### src/msadpcm_pkg.sv
// ----------------------------------------------------------------------------
// MS-ADPCM stereo decoder package
// Shared types, stream layout constants and decode tables.
// ----------------------------------------------------------------------------
package msadpcm_pkg;

  // Item kind, carried on the slave tuser bit
  typedef enum logic {
    CMD_HEADER = 1'b0,
    CMD_DATA   = 1'b1
  } cmd_e;

  localparam int unsigned IN_TDATA_W  = 112;
  localparam int unsigned OUT_TDATA_W = 32;

  localparam logic [15:0]        STEP_MIN   = 16'd16;
  localparam logic [15:0]        STEP_RESET = 16'd16;
  localparam logic signed [15:0] SAMPLE_MAX = 16'sh7fff;
  localparam logic signed [15:0] SAMPLE_MIN = -16'sh8000;

  // Header load for one channel
  typedef struct packed {
    logic [2:0]         pred;
    logic [15:0]        delta;
    logic signed [15:0] newer;
    logic signed [15:0] older;
  } chan_hdr_t;

  // Predictor coefficient on the newer history sample
  function automatic logic signed [10:0] coef_newer(input logic [2:0] idx);
    logic signed [10:0] c;
    unique case (idx)
      3'd0:    c = 11'sd256;
      3'd1:    c = 11'sd512;
      3'd2:    c = 11'sd0;
      3'd3:    c = 11'sd192;
      3'd4:    c = 11'sd240;
      3'd5:    c = 11'sd460;
      3'd6:    c = 11'sd392;
      default: c = 11'sd0;
    endcase
    return c;
  endfunction

  // Predictor coefficient on the older history sample
  function automatic logic signed [10:0] coef_older(input logic [2:0] idx);
    logic signed [10:0] c;
    unique case (idx)
      3'd1:    c = -11'sd256;
      3'd3:    c = 11'sd64;
      3'd5:    c = -11'sd208;
      3'd6:    c = -11'sd232;
      default: c = 11'sd0;
    endcase
    return c;
  endfunction

  // Step size adaptation factor, in 1/256 units
  function automatic logic [9:0] adapt_factor(input logic [3:0] code);
    logic [9:0] a;
    unique case (code)
      4'd4, 4'd12: a = 10'd307;
      4'd5, 4'd11: a = 10'd409;
      4'd6, 4'd10: a = 10'd512;
      4'd7, 4'd9:  a = 10'd614;
      4'd8:        a = 10'd768;
      default:     a = 10'd230;
    endcase
    return a;
  endfunction

endpackage

### src/ms_adpcm_stereo_decoder.sv
// ----------------------------------------------------------------------------
// MS-ADPCM stereo decoder
// Header items load both channels and replay their history as two frames;
// data items decode one byte (two nibbles) into one stereo frame.
// ----------------------------------------------------------------------------
// Path: input register, decode, output register.
// Throughput: one data item per cycle while the output is not stalled; a
// header item holds off the next item, since its two frames share the single
// output register.
// Reset: all valid flags clear; predictors 0, step sizes 16, history 0.
module ms_adpcm_stereo_decoder (
  input  logic         clk_i,
  input  logic         rst_ni,
  input  logic         s_axis_tvalid,
  output logic         s_axis_tready,
  // [7:0] data_byte, [10:8] pred_left, [13:11] pred_right,
  // [29:14] delta_left, [45:30] delta_right, [61:46] newer_left,
  // [77:62] newer_right, [93:78] older_left, [109:94] older_right, rest zero
  input  logic [111:0] s_axis_tdata,
  input  logic         s_axis_tuser,   // [0] cmd
  output logic         m_axis_tvalid,
  input  logic         m_axis_tready,
  output logic [31:0]  m_axis_tdata,   // [15:0] left_sample, [31:16] right_sample
  output logic         m_axis_tlast    // last_of_run
);

  logic                                    in_vld_q;
  msadpcm_pkg::cmd_e                       in_cmd_q;
  logic [msadpcm_pkg::IN_TDATA_W-1:0]      in_data_q;

  logic                                    out_vld_q, out_vld_d;
  logic [msadpcm_pkg::OUT_TDATA_W-1:0]     out_data_q, out_data_d;
  logic                                    out_last_q, out_last_d;
  logic                                    pend_vld_q, pend_vld_d;
  logic [msadpcm_pkg::OUT_TDATA_W-1:0]     pend_data_q, pend_data_d;

  logic                   out_free, fire, is_hdr, is_data;
  msadpcm_pkg::chan_hdr_t hdr_l, hdr_r;
  logic signed [15:0]     smp_l, smp_r;

  assign out_free      = !out_vld_q || m_axis_tready;
  assign fire          = in_vld_q && out_free && !pend_vld_q;
  assign s_axis_tready = !in_vld_q || fire;
  assign is_hdr        = fire && (in_cmd_q == msadpcm_pkg::CMD_HEADER);
  assign is_data       = fire && (in_cmd_q == msadpcm_pkg::CMD_DATA);

  assign hdr_l.pred  = in_data_q[10:8];
  assign hdr_l.delta = in_data_q[29:14];
  assign hdr_l.newer = in_data_q[61:46];
  assign hdr_l.older = in_data_q[93:78];
  assign hdr_r.pred  = in_data_q[13:11];
  assign hdr_r.delta = in_data_q[45:30];
  assign hdr_r.newer = in_data_q[77:62];
  assign hdr_r.older = in_data_q[109:94];

  msadpcm_chan u_chan_l (
    .clk_i    (clk_i),
    .rst_ni   (rst_ni),
    .load_i   (is_hdr),
    .hdr_i    (hdr_l),
    .step_i   (is_data),
    .nibble_i (in_data_q[7:4]),
    .sample_o (smp_l)
  );

  msadpcm_chan u_chan_r (
    .clk_i    (clk_i),
    .rst_ni   (rst_ni),
    .load_i   (is_hdr),
    .hdr_i    (hdr_r),
    .step_i   (is_data),
    .nibble_i (in_data_q[3:0]),
    .sample_o (smp_r)
  );

  // Input register
  always_ff @(posedge clk_i or negedge rst_ni) begin
    if (!rst_ni) begin
      in_vld_q <= 1'b0;
    end else if (s_axis_tready) begin
      in_vld_q <= s_axis_tvalid;
    end
  end

  always_ff @(posedge clk_i) begin
    if (s_axis_tvalid && s_axis_tready) begin
      in_cmd_q  <= msadpcm_pkg::cmd_e'(s_axis_tuser);
      in_data_q <= s_axis_tdata;
    end
  end

  // Output register; a header parks its newer frame until the older one goes
  always_comb begin
    out_vld_d   = out_vld_q;
    out_data_d  = out_data_q;
    out_last_d  = out_last_q;
    pend_vld_d  = pend_vld_q;
    pend_data_d = pend_data_q;
    if (out_free) begin
      if (pend_vld_q) begin
        out_vld_d  = 1'b1;
        out_data_d = pend_data_q;
        out_last_d = 1'b1;
        pend_vld_d = 1'b0;
      end else if (is_hdr) begin
        out_vld_d   = 1'b1;
        out_data_d  = {hdr_r.older, hdr_l.older};
        out_last_d  = 1'b0;
        pend_vld_d  = 1'b1;
        pend_data_d = {hdr_r.newer, hdr_l.newer};
      end else if (is_data) begin
        out_vld_d  = 1'b1;
        out_data_d = {smp_r, smp_l};
        out_last_d = 1'b1;
      end else begin
        out_vld_d = 1'b0;
      end
    end
  end

  always_ff @(posedge clk_i or negedge rst_ni) begin
    if (!rst_ni) begin
      out_vld_q  <= 1'b0;
      pend_vld_q <= 1'b0;
    end else begin
      out_vld_q  <= out_vld_d;
      pend_vld_q <= pend_vld_d;
    end
  end

  always_ff @(posedge clk_i) begin
    out_data_q  <= out_data_d;
    out_last_q  <= out_last_d;
    pend_data_q <= pend_data_d;
  end

  assign m_axis_tvalid = out_vld_q;
  assign m_axis_tdata  = out_data_q;
  assign m_axis_tlast  = out_last_q;

endmodule

### src/msadpcm_chan.sv
// ----------------------------------------------------------------------------
// MS-ADPCM channel decoder
// Holds one channel's predictor, step size and history, and decodes one
// nibble per step.
// ----------------------------------------------------------------------------
module msadpcm_chan (
  input  logic                   clk_i,
  input  logic                   rst_ni,
  input  logic                   load_i,    // header load
  input  msadpcm_pkg::chan_hdr_t hdr_i,
  input  logic                   step_i,    // decode nibble_i, update state
  input  logic [3:0]             nibble_i,
  output logic signed [15:0]     sample_o
);

  logic [2:0]         pred_q, pred_d;
  logic [15:0]        delta_q, delta_d;
  logic signed [15:0] newer_q, newer_d;
  logic signed [15:0] older_q, older_d;

  logic signed [10:0] c0, c1;
  logic signed [27:0] prod0, prod1, pred_sum;
  logic signed [19:0] pred_val;
  logic signed [3:0]  nib;
  logic signed [16:0] delta_s;
  logic signed [20:0] nib_delta;
  logic signed [21:0] raw;
  logic [25:0]        adapt_prod;
  logic [15:0]        delta_new;

  always_comb begin
    c0        = msadpcm_pkg::coef_newer(pred_q);
    c1        = msadpcm_pkg::coef_older(pred_q);
    prod0     = 28'(c0) * 28'(newer_q);
    prod1     = 28'(c1) * 28'(older_q);
    pred_sum  = prod0 + prod1;
    // arithmetic shift gives floor division by 256
    pred_val  = pred_sum[27:8];
    nib       = $signed(nibble_i);
    delta_s   = $signed({1'b0, delta_q});
    nib_delta = 21'(nib) * 21'(delta_s);
    raw       = 22'(pred_val) + 22'(nib_delta);
    if (raw > 22'(msadpcm_pkg::SAMPLE_MAX)) begin
      sample_o = msadpcm_pkg::SAMPLE_MAX;
    end else if (raw < 22'(msadpcm_pkg::SAMPLE_MIN)) begin
      sample_o = msadpcm_pkg::SAMPLE_MIN;
    end else begin
      sample_o = raw[15:0];
    end

    // adapted step wraps to 16 bits before the floor is applied
    adapt_prod = 26'(msadpcm_pkg::adapt_factor(nibble_i)) * 26'(delta_q);
    delta_new  = adapt_prod[23:8];
    if (delta_new < msadpcm_pkg::STEP_MIN) begin
      delta_new = msadpcm_pkg::STEP_MIN;
    end
  end

  always_comb begin
    pred_d  = pred_q;
    delta_d = delta_q;
    newer_d = newer_q;
    older_d = older_q;
    if (load_i) begin
      pred_d  = hdr_i.pred;
      delta_d = hdr_i.delta;
      newer_d = hdr_i.newer;
      older_d = hdr_i.older;
    end else if (step_i) begin
      delta_d = delta_new;
      newer_d = sample_o;
      older_d = newer_q;
    end
  end

  always_ff @(posedge clk_i or negedge rst_ni) begin
    if (!rst_ni) begin
      pred_q  <= '0;
      delta_q <= msadpcm_pkg::STEP_RESET;
      newer_q <= '0;
      older_q <= '0;
    end else begin
      pred_q  <= pred_d;
      delta_q <= delta_d;
      newer_q <= newer_d;
      older_q <= older_d;
    end
  end

endmodule
### config.mk
export PLATFORM = sky130hd
export DESIGN_NAME = ms_adpcm_stereo_decoder
export DESIGN_NICKNAME = d
export VERILOG_FILES = /design/src/msadpcm_pkg.sv /design/src/ms_adpcm_stereo_decoder.sv /design/src/msadpcm_chan.sv
export SDC_FILE = /design/constraint.sdc
export NUM_CORES = 2
export LEC_CHECK = 0
export BUFFER_PORTS_ARGS = -buffer_cell sky130_fd_sc_hd__buf_2
export CAP_MARGIN = 20
export CORE_ASPECT_RATIO = 1.1
export CORE_MARGIN = 2
export CORE_UTILIZATION = 54
export CTS_BUF_LIST = sky130_fd_sc_hd__clkbuf_2
export CTS_CLUSTER_DIAMETER = 40
export DETAILED_ROUTE_END_ITERATION = 12
export GPL_ROUTABILITY_DRIVEN = 0
export PLACE_DENSITY_LB_ADDON = 0.05
export SYNTH_ARGS = -nofsm -noshare
export SYNTH_HDL_FRONTEND = slang
export SYNTH_HIERARCHICAL = 1
export SYNTH_SLANG_ARGS = --single-unit
### constraint.sdc
create_clock -name clk_i -period 13.8 [get_ports clk_i]
set_input_delay 2.07 -clock clk_i [delete_from_list [all_inputs] [get_ports clk_i]]
set_output_delay 2.07 -clock clk_i [all_outputs]
set_load 0.005 [all_outputs]
* Word-level counts from Yosys, hierarchy flattened
Memories as Yosys holds them, arrays and structs flattened. A register that Yosys moved wholly into a read port is not among the register bits.
Cells that the tools add are included.
W data, S select, Z words.
** Operators by class
- Multiply operators :: 8
- Equal/unequal tests :: 10
- Bitwise operators :: 2
- Mux-type cells :: 34
- $lt $le $gt $ge :: 6
- Reduce and logical (&&, ||, !) cells :: 16
- Add/sub/neg operators :: 4
** Operator list (count)
- $mux W16 :: 18
- $pmux W10 S6 :: 2
- $mul A11 B16 Y27 :: 4
- $mux W32 :: 3
- $pmux W11 S4 :: 2
- $add A27 B27 Y28 :: 2
- $mul A10 B16 Y24 :: 2
- $add A20 B21 Y22 :: 2
- $gt A22 B16 Y1 const B :: 2
- $lt A22 B16 Y1 const B :: 2
- $mul A4 B17 Y21 :: 2
- $lt A16 B5 Y1 const B :: 2
- $eq A3 B3 Y1 const B :: 6
- $mux W4 :: 2
- $mux W1 :: 7
- $eq A3 B1 Y1 const B :: 2
- $eq A3 B2 Y1 const B :: 2
- $logic_not A3 Y1 :: 2
- $logic_and A1 B1 Y1 :: 5
- $logic_not A1 Y1 :: 3
- $reduce_and A3 Y1 :: 1
- $reduce_bool A3 Y1 :: 1
- $logic_or A1 B1 Y1 :: 2
- $not A1 Y1 :: 2
- other kinds (2) :: 2
** Storage, ports and cells
- Memory bits (read-only) :: 320
- Register bits after elaboration :: 281
- Memories kept :: 2
- Logic and storage cells :: 98
** Memory list
- (name not given) :: depth 16, width 10, read ports 1, clocked after Yosys merged registers in 1, write ports 0, line msadpcm_pkg.sv:61 : unique case (code)
- (name not given) :: depth 16, width 10, read ports 1, clocked after Yosys merged registers in 1, write ports 0, line msadpcm_pkg.sv:61

* Depth between registers and ports, before layout
- Depth in word-level cells :: 11
- Gate-level depth with buffers :: 49
- Depth with buffers taken out :: 44

* By module
The synthesis kept the hierarchy.
** Modules (own cells, without submodules)
- msadpcm_chan (u_chan_r) :: area an instance 20101.8 um^2, instances 1, cells each 2220
- msadpcm_chan (u_chan_l) :: area an instance 19946.6 um^2, instances 1, cells each 2225
- ms_adpcm_stereo_decoder :: area an instance 6087.1 um^2, instances 1, cells each 270

* Worst setup path after synthesis
OpenSTA, ideal clock, no wires.
- Path type :: in2reg
- From :: input m_axis_tready
- To :: register in_cmd_q, enable pin
- Path buffers :: 1
- Stages :: 4
- Setup slack :: 2444 ps
- Data arrival time :: 10604 ps
- Path through :: nor2b_1 > buf_2 > or2_2 > a21boi_0
** On the way
- Longest elaborated chain between the ends :: 5
** RTL lines
- from (decl) :: line ms_adpcm_stereo_decoder.sv:22 : input logic m_axis_tready,
- $logic_or A1 B1 Y1 :: line ms_adpcm_stereo_decoder.sv:41 : assign out_free = !out_vld_q || m_axis_tready;
- $logic_and A1 B1 Y1 (2 in series) :: line ms_adpcm_stereo_decoder.sv:42 : assign fire = in_vld_q && out_free && !pend_vld_q;
- $logic_or A1 B1 Y1 :: line ms_adpcm_stereo_decoder.sv:43 : assign s_axis_tready = !in_vld_q || fire;
- $logic_and A1 B1 Y1 :: line ms_adpcm_stereo_decoder.sv:86 : if (s_axis_tvalid && s_axis_tready) begin
- to (signal assigned) :: line ms_adpcm_stereo_decoder.sv:87 : in_cmd_q <= msadpcm_pkg::cmd_e'(s_axis_tuser);
- to (decl) :: line ms_adpcm_stereo_decoder.sv:28 : msadpcm_pkg::cmd_e in_cmd_q;
No other way between the ends.
A chain may end at the register's enable or synchronous reset.

* Worst setup path after layout
- From :: register u_chan_r.pred_q[0]
- To :: register out_data_q, in the netlist m_axis_tdata[30] (data pin)
** On the way
- Longest elaborated chain between the ends :: 11
** RTL lines
- from (decl) :: line msadpcm_chan.sv:16 : logic [2:0] pred_q, pred_d;
- from (signal assigned) :: line msadpcm_chan.sv:83 : pred_q <= pred_d;
- $eq A3 B3 Y1, or another cell as far along :: line msadpcm_pkg.sv:32, msadpcm_pkg.sv:48
- $pmux W10 S6 or $pmux W11 S4 (tied branches) :: line msadpcm_pkg.sv:32, msadpcm_pkg.sv:48
- $mul A11 B16 Y27, on equally long branches :: line msadpcm_chan.sv:34, msadpcm_chan.sv:35
- $add A27 B27 Y28 * :: line msadpcm_chan.sv:36 : pred_sum = prod0 + prod1;
- $add A20 B21 Y22 * :: line msadpcm_chan.sv:42 : raw = 22'(pred_val) + 22'(nib_delta);
- $lt A22 B16 Y1 :: line msadpcm_chan.sv:45 : end else if (raw < 22'(msadpcm_pkg::SAMPLE_MIN)) begin
- $mux W16 :: line msadpcm_chan.sv:45
- $mux W16 * :: line msadpcm_chan.sv:43 : if (raw > 22'(msadpcm_pkg::SAMPLE_MAX)) begin
- named net smp_r[14] :: line ms_adpcm_stereo_decoder.sv:39 : logic signed [15:0] smp_l, smp_r;
- $mux W32 * :: line ms_adpcm_stereo_decoder.sv:111 : end else if (is_data) begin
- $mux W32 * :: line ms_adpcm_stereo_decoder.sv:105 : end else if (is_hdr) begin
- $mux W32 * :: line ms_adpcm_stereo_decoder.sv:100 : if (pend_vld_q) begin
- to (signal assigned) :: line ms_adpcm_stereo_decoder.sv:132 : out_data_q <= out_data_d;
- to (decl) :: line ms_adpcm_stereo_decoder.sv:32 : logic [msadpcm_pkg::OUT_TDATA_W-1:0] out_data_q, out_data_d;
Mark *: on every way through the listed nets, which the timed path passes. The rest lies on a longest branch. The select of a mux whose other input is x is not followed.

==> results_dict.tcl <==
set metrics [dict create \
    hold_buffers 0 \
    mostFrequentLayoutCells "inv_1 (1036), fa_1 (770), ha_1 (496)" \
    synth.avg_cell_area_um2 9.78 \
    cp_data_arrival_time_ps 13890 \
    cp-end-kind "register" \
    initial_core_util 0.544 \
    layoutNonFillerInstCount 6045 \
    critPathTopFamily "adder cells" \
    wl_per_cell_um 19.0 \
    grt_setup_unrepaired "false" \
    path_buf_inv 7 \
    crit_top_cell "fa_1" \
    setup_tns_ps 0 \
    path_clk_slew_ps 110 \
    placedCellCount 5886 \
    antenna_found_initial 4 \
    period_minus_slack_ps 12970 \
    drc 0 \
    synth_edf_count 176 \
    syn_area_um2 46100 \
    final_layout_size_suffix_gt1_frac 0.0869 \
    synth_xor_xnor_area_share 0.0277 \
    cap_violations 0 \
    ios 152 \
    htree_levels 3 \
    fmax_mhz 77.1 \
    synth_cell_types 101 \
    port_buffers 149 \
    clk-insertion-delay-late_ps 1210 \
    async_flop_share 0.374 \
    hold_path_startpoint "in_data_q[53]" \
    relSlewSlack 0.305 \
    tritoncts "built" \
    final_common_cell "inv_1" \
    worst_pin_slew_ps 1040 \
    drtIter0Drc 1743 \
    final_max_slew_viol_count 0 \
    worst-setup-path-type "register to register" \
    synthMuxAreaShare 0.0149 \
    die_w_um 283 \
    viasPerCell 5.29 \
    grt_pass1_wl_mm 188 \
    synthFlopType "edfxtp_1" \
    core_area_um2 84800 \
    cp_slowest_stage_delay_ps 770 \
    grt_max_degree 170 \
    grtUsageTotal 0.277 \
    first_pass_iters 5 \
    drt-total-wl_mm 115 \
    cts-root-buf "clkbuf_2" \
    fin_nets 6215 \
    clockBufferDepth 3 \
    crit_path_start_kind "register" \
    synthCells 4715 \
    core.rowCount 112 \
    synth_top_family_by_area "adder cells" \
    yosysWarnings 6 \
    grt_pass1_vias 34200 \
    ys_ff_latch 281 \
    hold_violations 0 \
    cp-startpoint "u_chan_r/pred_q[0]" \
    cts-buffers-inserted 84 \
    setup_violations 0 \
    gr-total-overflow 0 \
    hold_class "register to register" \
    post-route-period-util 0.940 \
    clock-skew-final_ps 88.6 \
    crit-reg2reg-launch "u_chan_r/pred_q[0]" \
    critical-path-slowest-cell "nor4_1" \
    synth_compound_area_frac 0.0746 \
    drtAntennaViolNets 0 \
    status "completed" \
    vias 32000 \
    die_area_um2 87800 \
    synth_adder_area_share 0.469 \
    crit_required_ps 14710 \
    cp_max_fo 19 \
    hpwl_mm 92.7 \
    synth_nets 6098 \
    syn_to_final_growth_pct 6.09 \
    die_y_um 311 \
    synth-simple-area-share 0.143 \
    cts_num_sinks 281 \
    ys_seq_area_frac 0.172 \
]
## routing by layer
metal,part of all wire,global-route usage
met1,0.48,0.416
met2,0.45,0.428
met3,0.049,0.0416
met4,0.013,0.0527
met5,0.00010,0
## synthesized netlist by cell type (7+ instances only)
master	n	area [um^2]
a2111oi_0	8	70.1
a211o_1	7	61.3
a211oi_1	16	120
a21boi_0	8	60.1
a21o_1	54	405
a21oi_1	120	601
a221o_1	32	320
a31oi_1	8	50.1
and2_1	413	2580
and3_1	57	357
buf_1	15	56.3
buf_6	7	78.8
clkbuf_1	135	507
dfrtp_1	103	2580
edfxtp_1	176	5290
fa_1	770	15400
ha_1	496	6210
inv_1	1036	3890
mux2_2	10	113
mux2i_1	56	561
nand2_1	348	1310
nand2b_1	74	463
nand3_1	22	110
nand4_1	11	68.8
nor2_1	154	578
nor2b_1	51	319
nor3_1	34	170
nor3b_1	11	82.6
o21a_1	18	135
o21ai_0	127	636
o21ai_1	12	60.1
o21bai_1	11	82.6
or2_2	36	225
or3_1	7	43.8
xnor2_1	97	850
xor2_1	47	412
## sequential cells by signal, indices dropped and copies added (netlist names)
register          flops
in_data_q           110
m_axis_tlast          1
pend_vld_q            1
u_chan_l/pred_q       3
in_vld_q              1
u_chan_r/newer_q     16
u_chan_r/delta_q     16
u_chan_r/older_q     16
m_axis_tvalid         1
u_chan_r/pred_q       3
u_chan_l/delta_q     16
pend_data_q          32
in_cmd_q              1
u_chan_l/older_q     16
u_chan_l/newer_q     16
m_axis_tdata         32
## worst reg2reg max path, delay by kind of cell, from the launching register on
kind,cells,cell delay (ps)
AO/OA/AOI/OAI,10,3160
XOR/XNOR,1,220
adder cells (fa/ha/maj),12,5040
buffers and inverters,7,520
flip-flops,1,750
multiplexers,1,330
AND/OR/NAND/NOR,9,2640
## cells by family (layout without fill, tap and decap cells)
kind of cell / count (synthesis) / in the layout
other: 0 / 3
buffers and inverters: 1202 / 1389
multiplexers: 67 / 67
XOR/XNOR: 145 / 145
AO/OA/AOI/OAI: 504 / 504
AND/OR/NAND/NOR: 1249 / 1249
adder cells (fa/ha/maj): 1267 / 1267
flip-flops: 281 / 281
## per-stage QoR
stage	utilization	hold slack [ps]	instance area (um^2)	setup slack, ps
global route	0.577	450	48900	54.6
CTS	0.577	429	48900	739
detailed placement	0.567	433	48000	866
floorplan	-	426	46100	2440
finish	0.577	443	48900	827
global placement	0.567	434	48000	960
## layout make-up
class / count / area, um^2
fill: 7623 / 35800
multi-input combinational: 3232 / 33700
sequential: 281 / 7920
inverter: 1039 / 3910
tap: 1140 / 1430
timing repair buffer: 194 / 1100
clock buffer: 121 / 606
clock inverter: 35 / 288
antenna: 3 / 7.51
## path summary, 6_finish.rpt
check / depth (start not counted) / end / slack, ps
setup / recovery: 40 / m_axis_tdata[30] / 830
hold / removal: 0 / pend_data_q[7] / 440
setup reg to reg: 40 / m_axis_tdata[30] / 830
hold reg to reg: 0 / pend_data_q[7] / 440
max in group asynchronous: 2 / u_chan_l/delta_q[6] / 11450
min in group asynchronous: 1 / u_chan_r/delta_q[11] / 910
## timing repair
action,in CTS,in global routing
resized for setup,0,1
buffers inserted,0,0
setup endpoints to repair,0,15
Power is not shown: default switching activity piles up to over one toggle a cycle in this logic, so the estimate is an artifact.
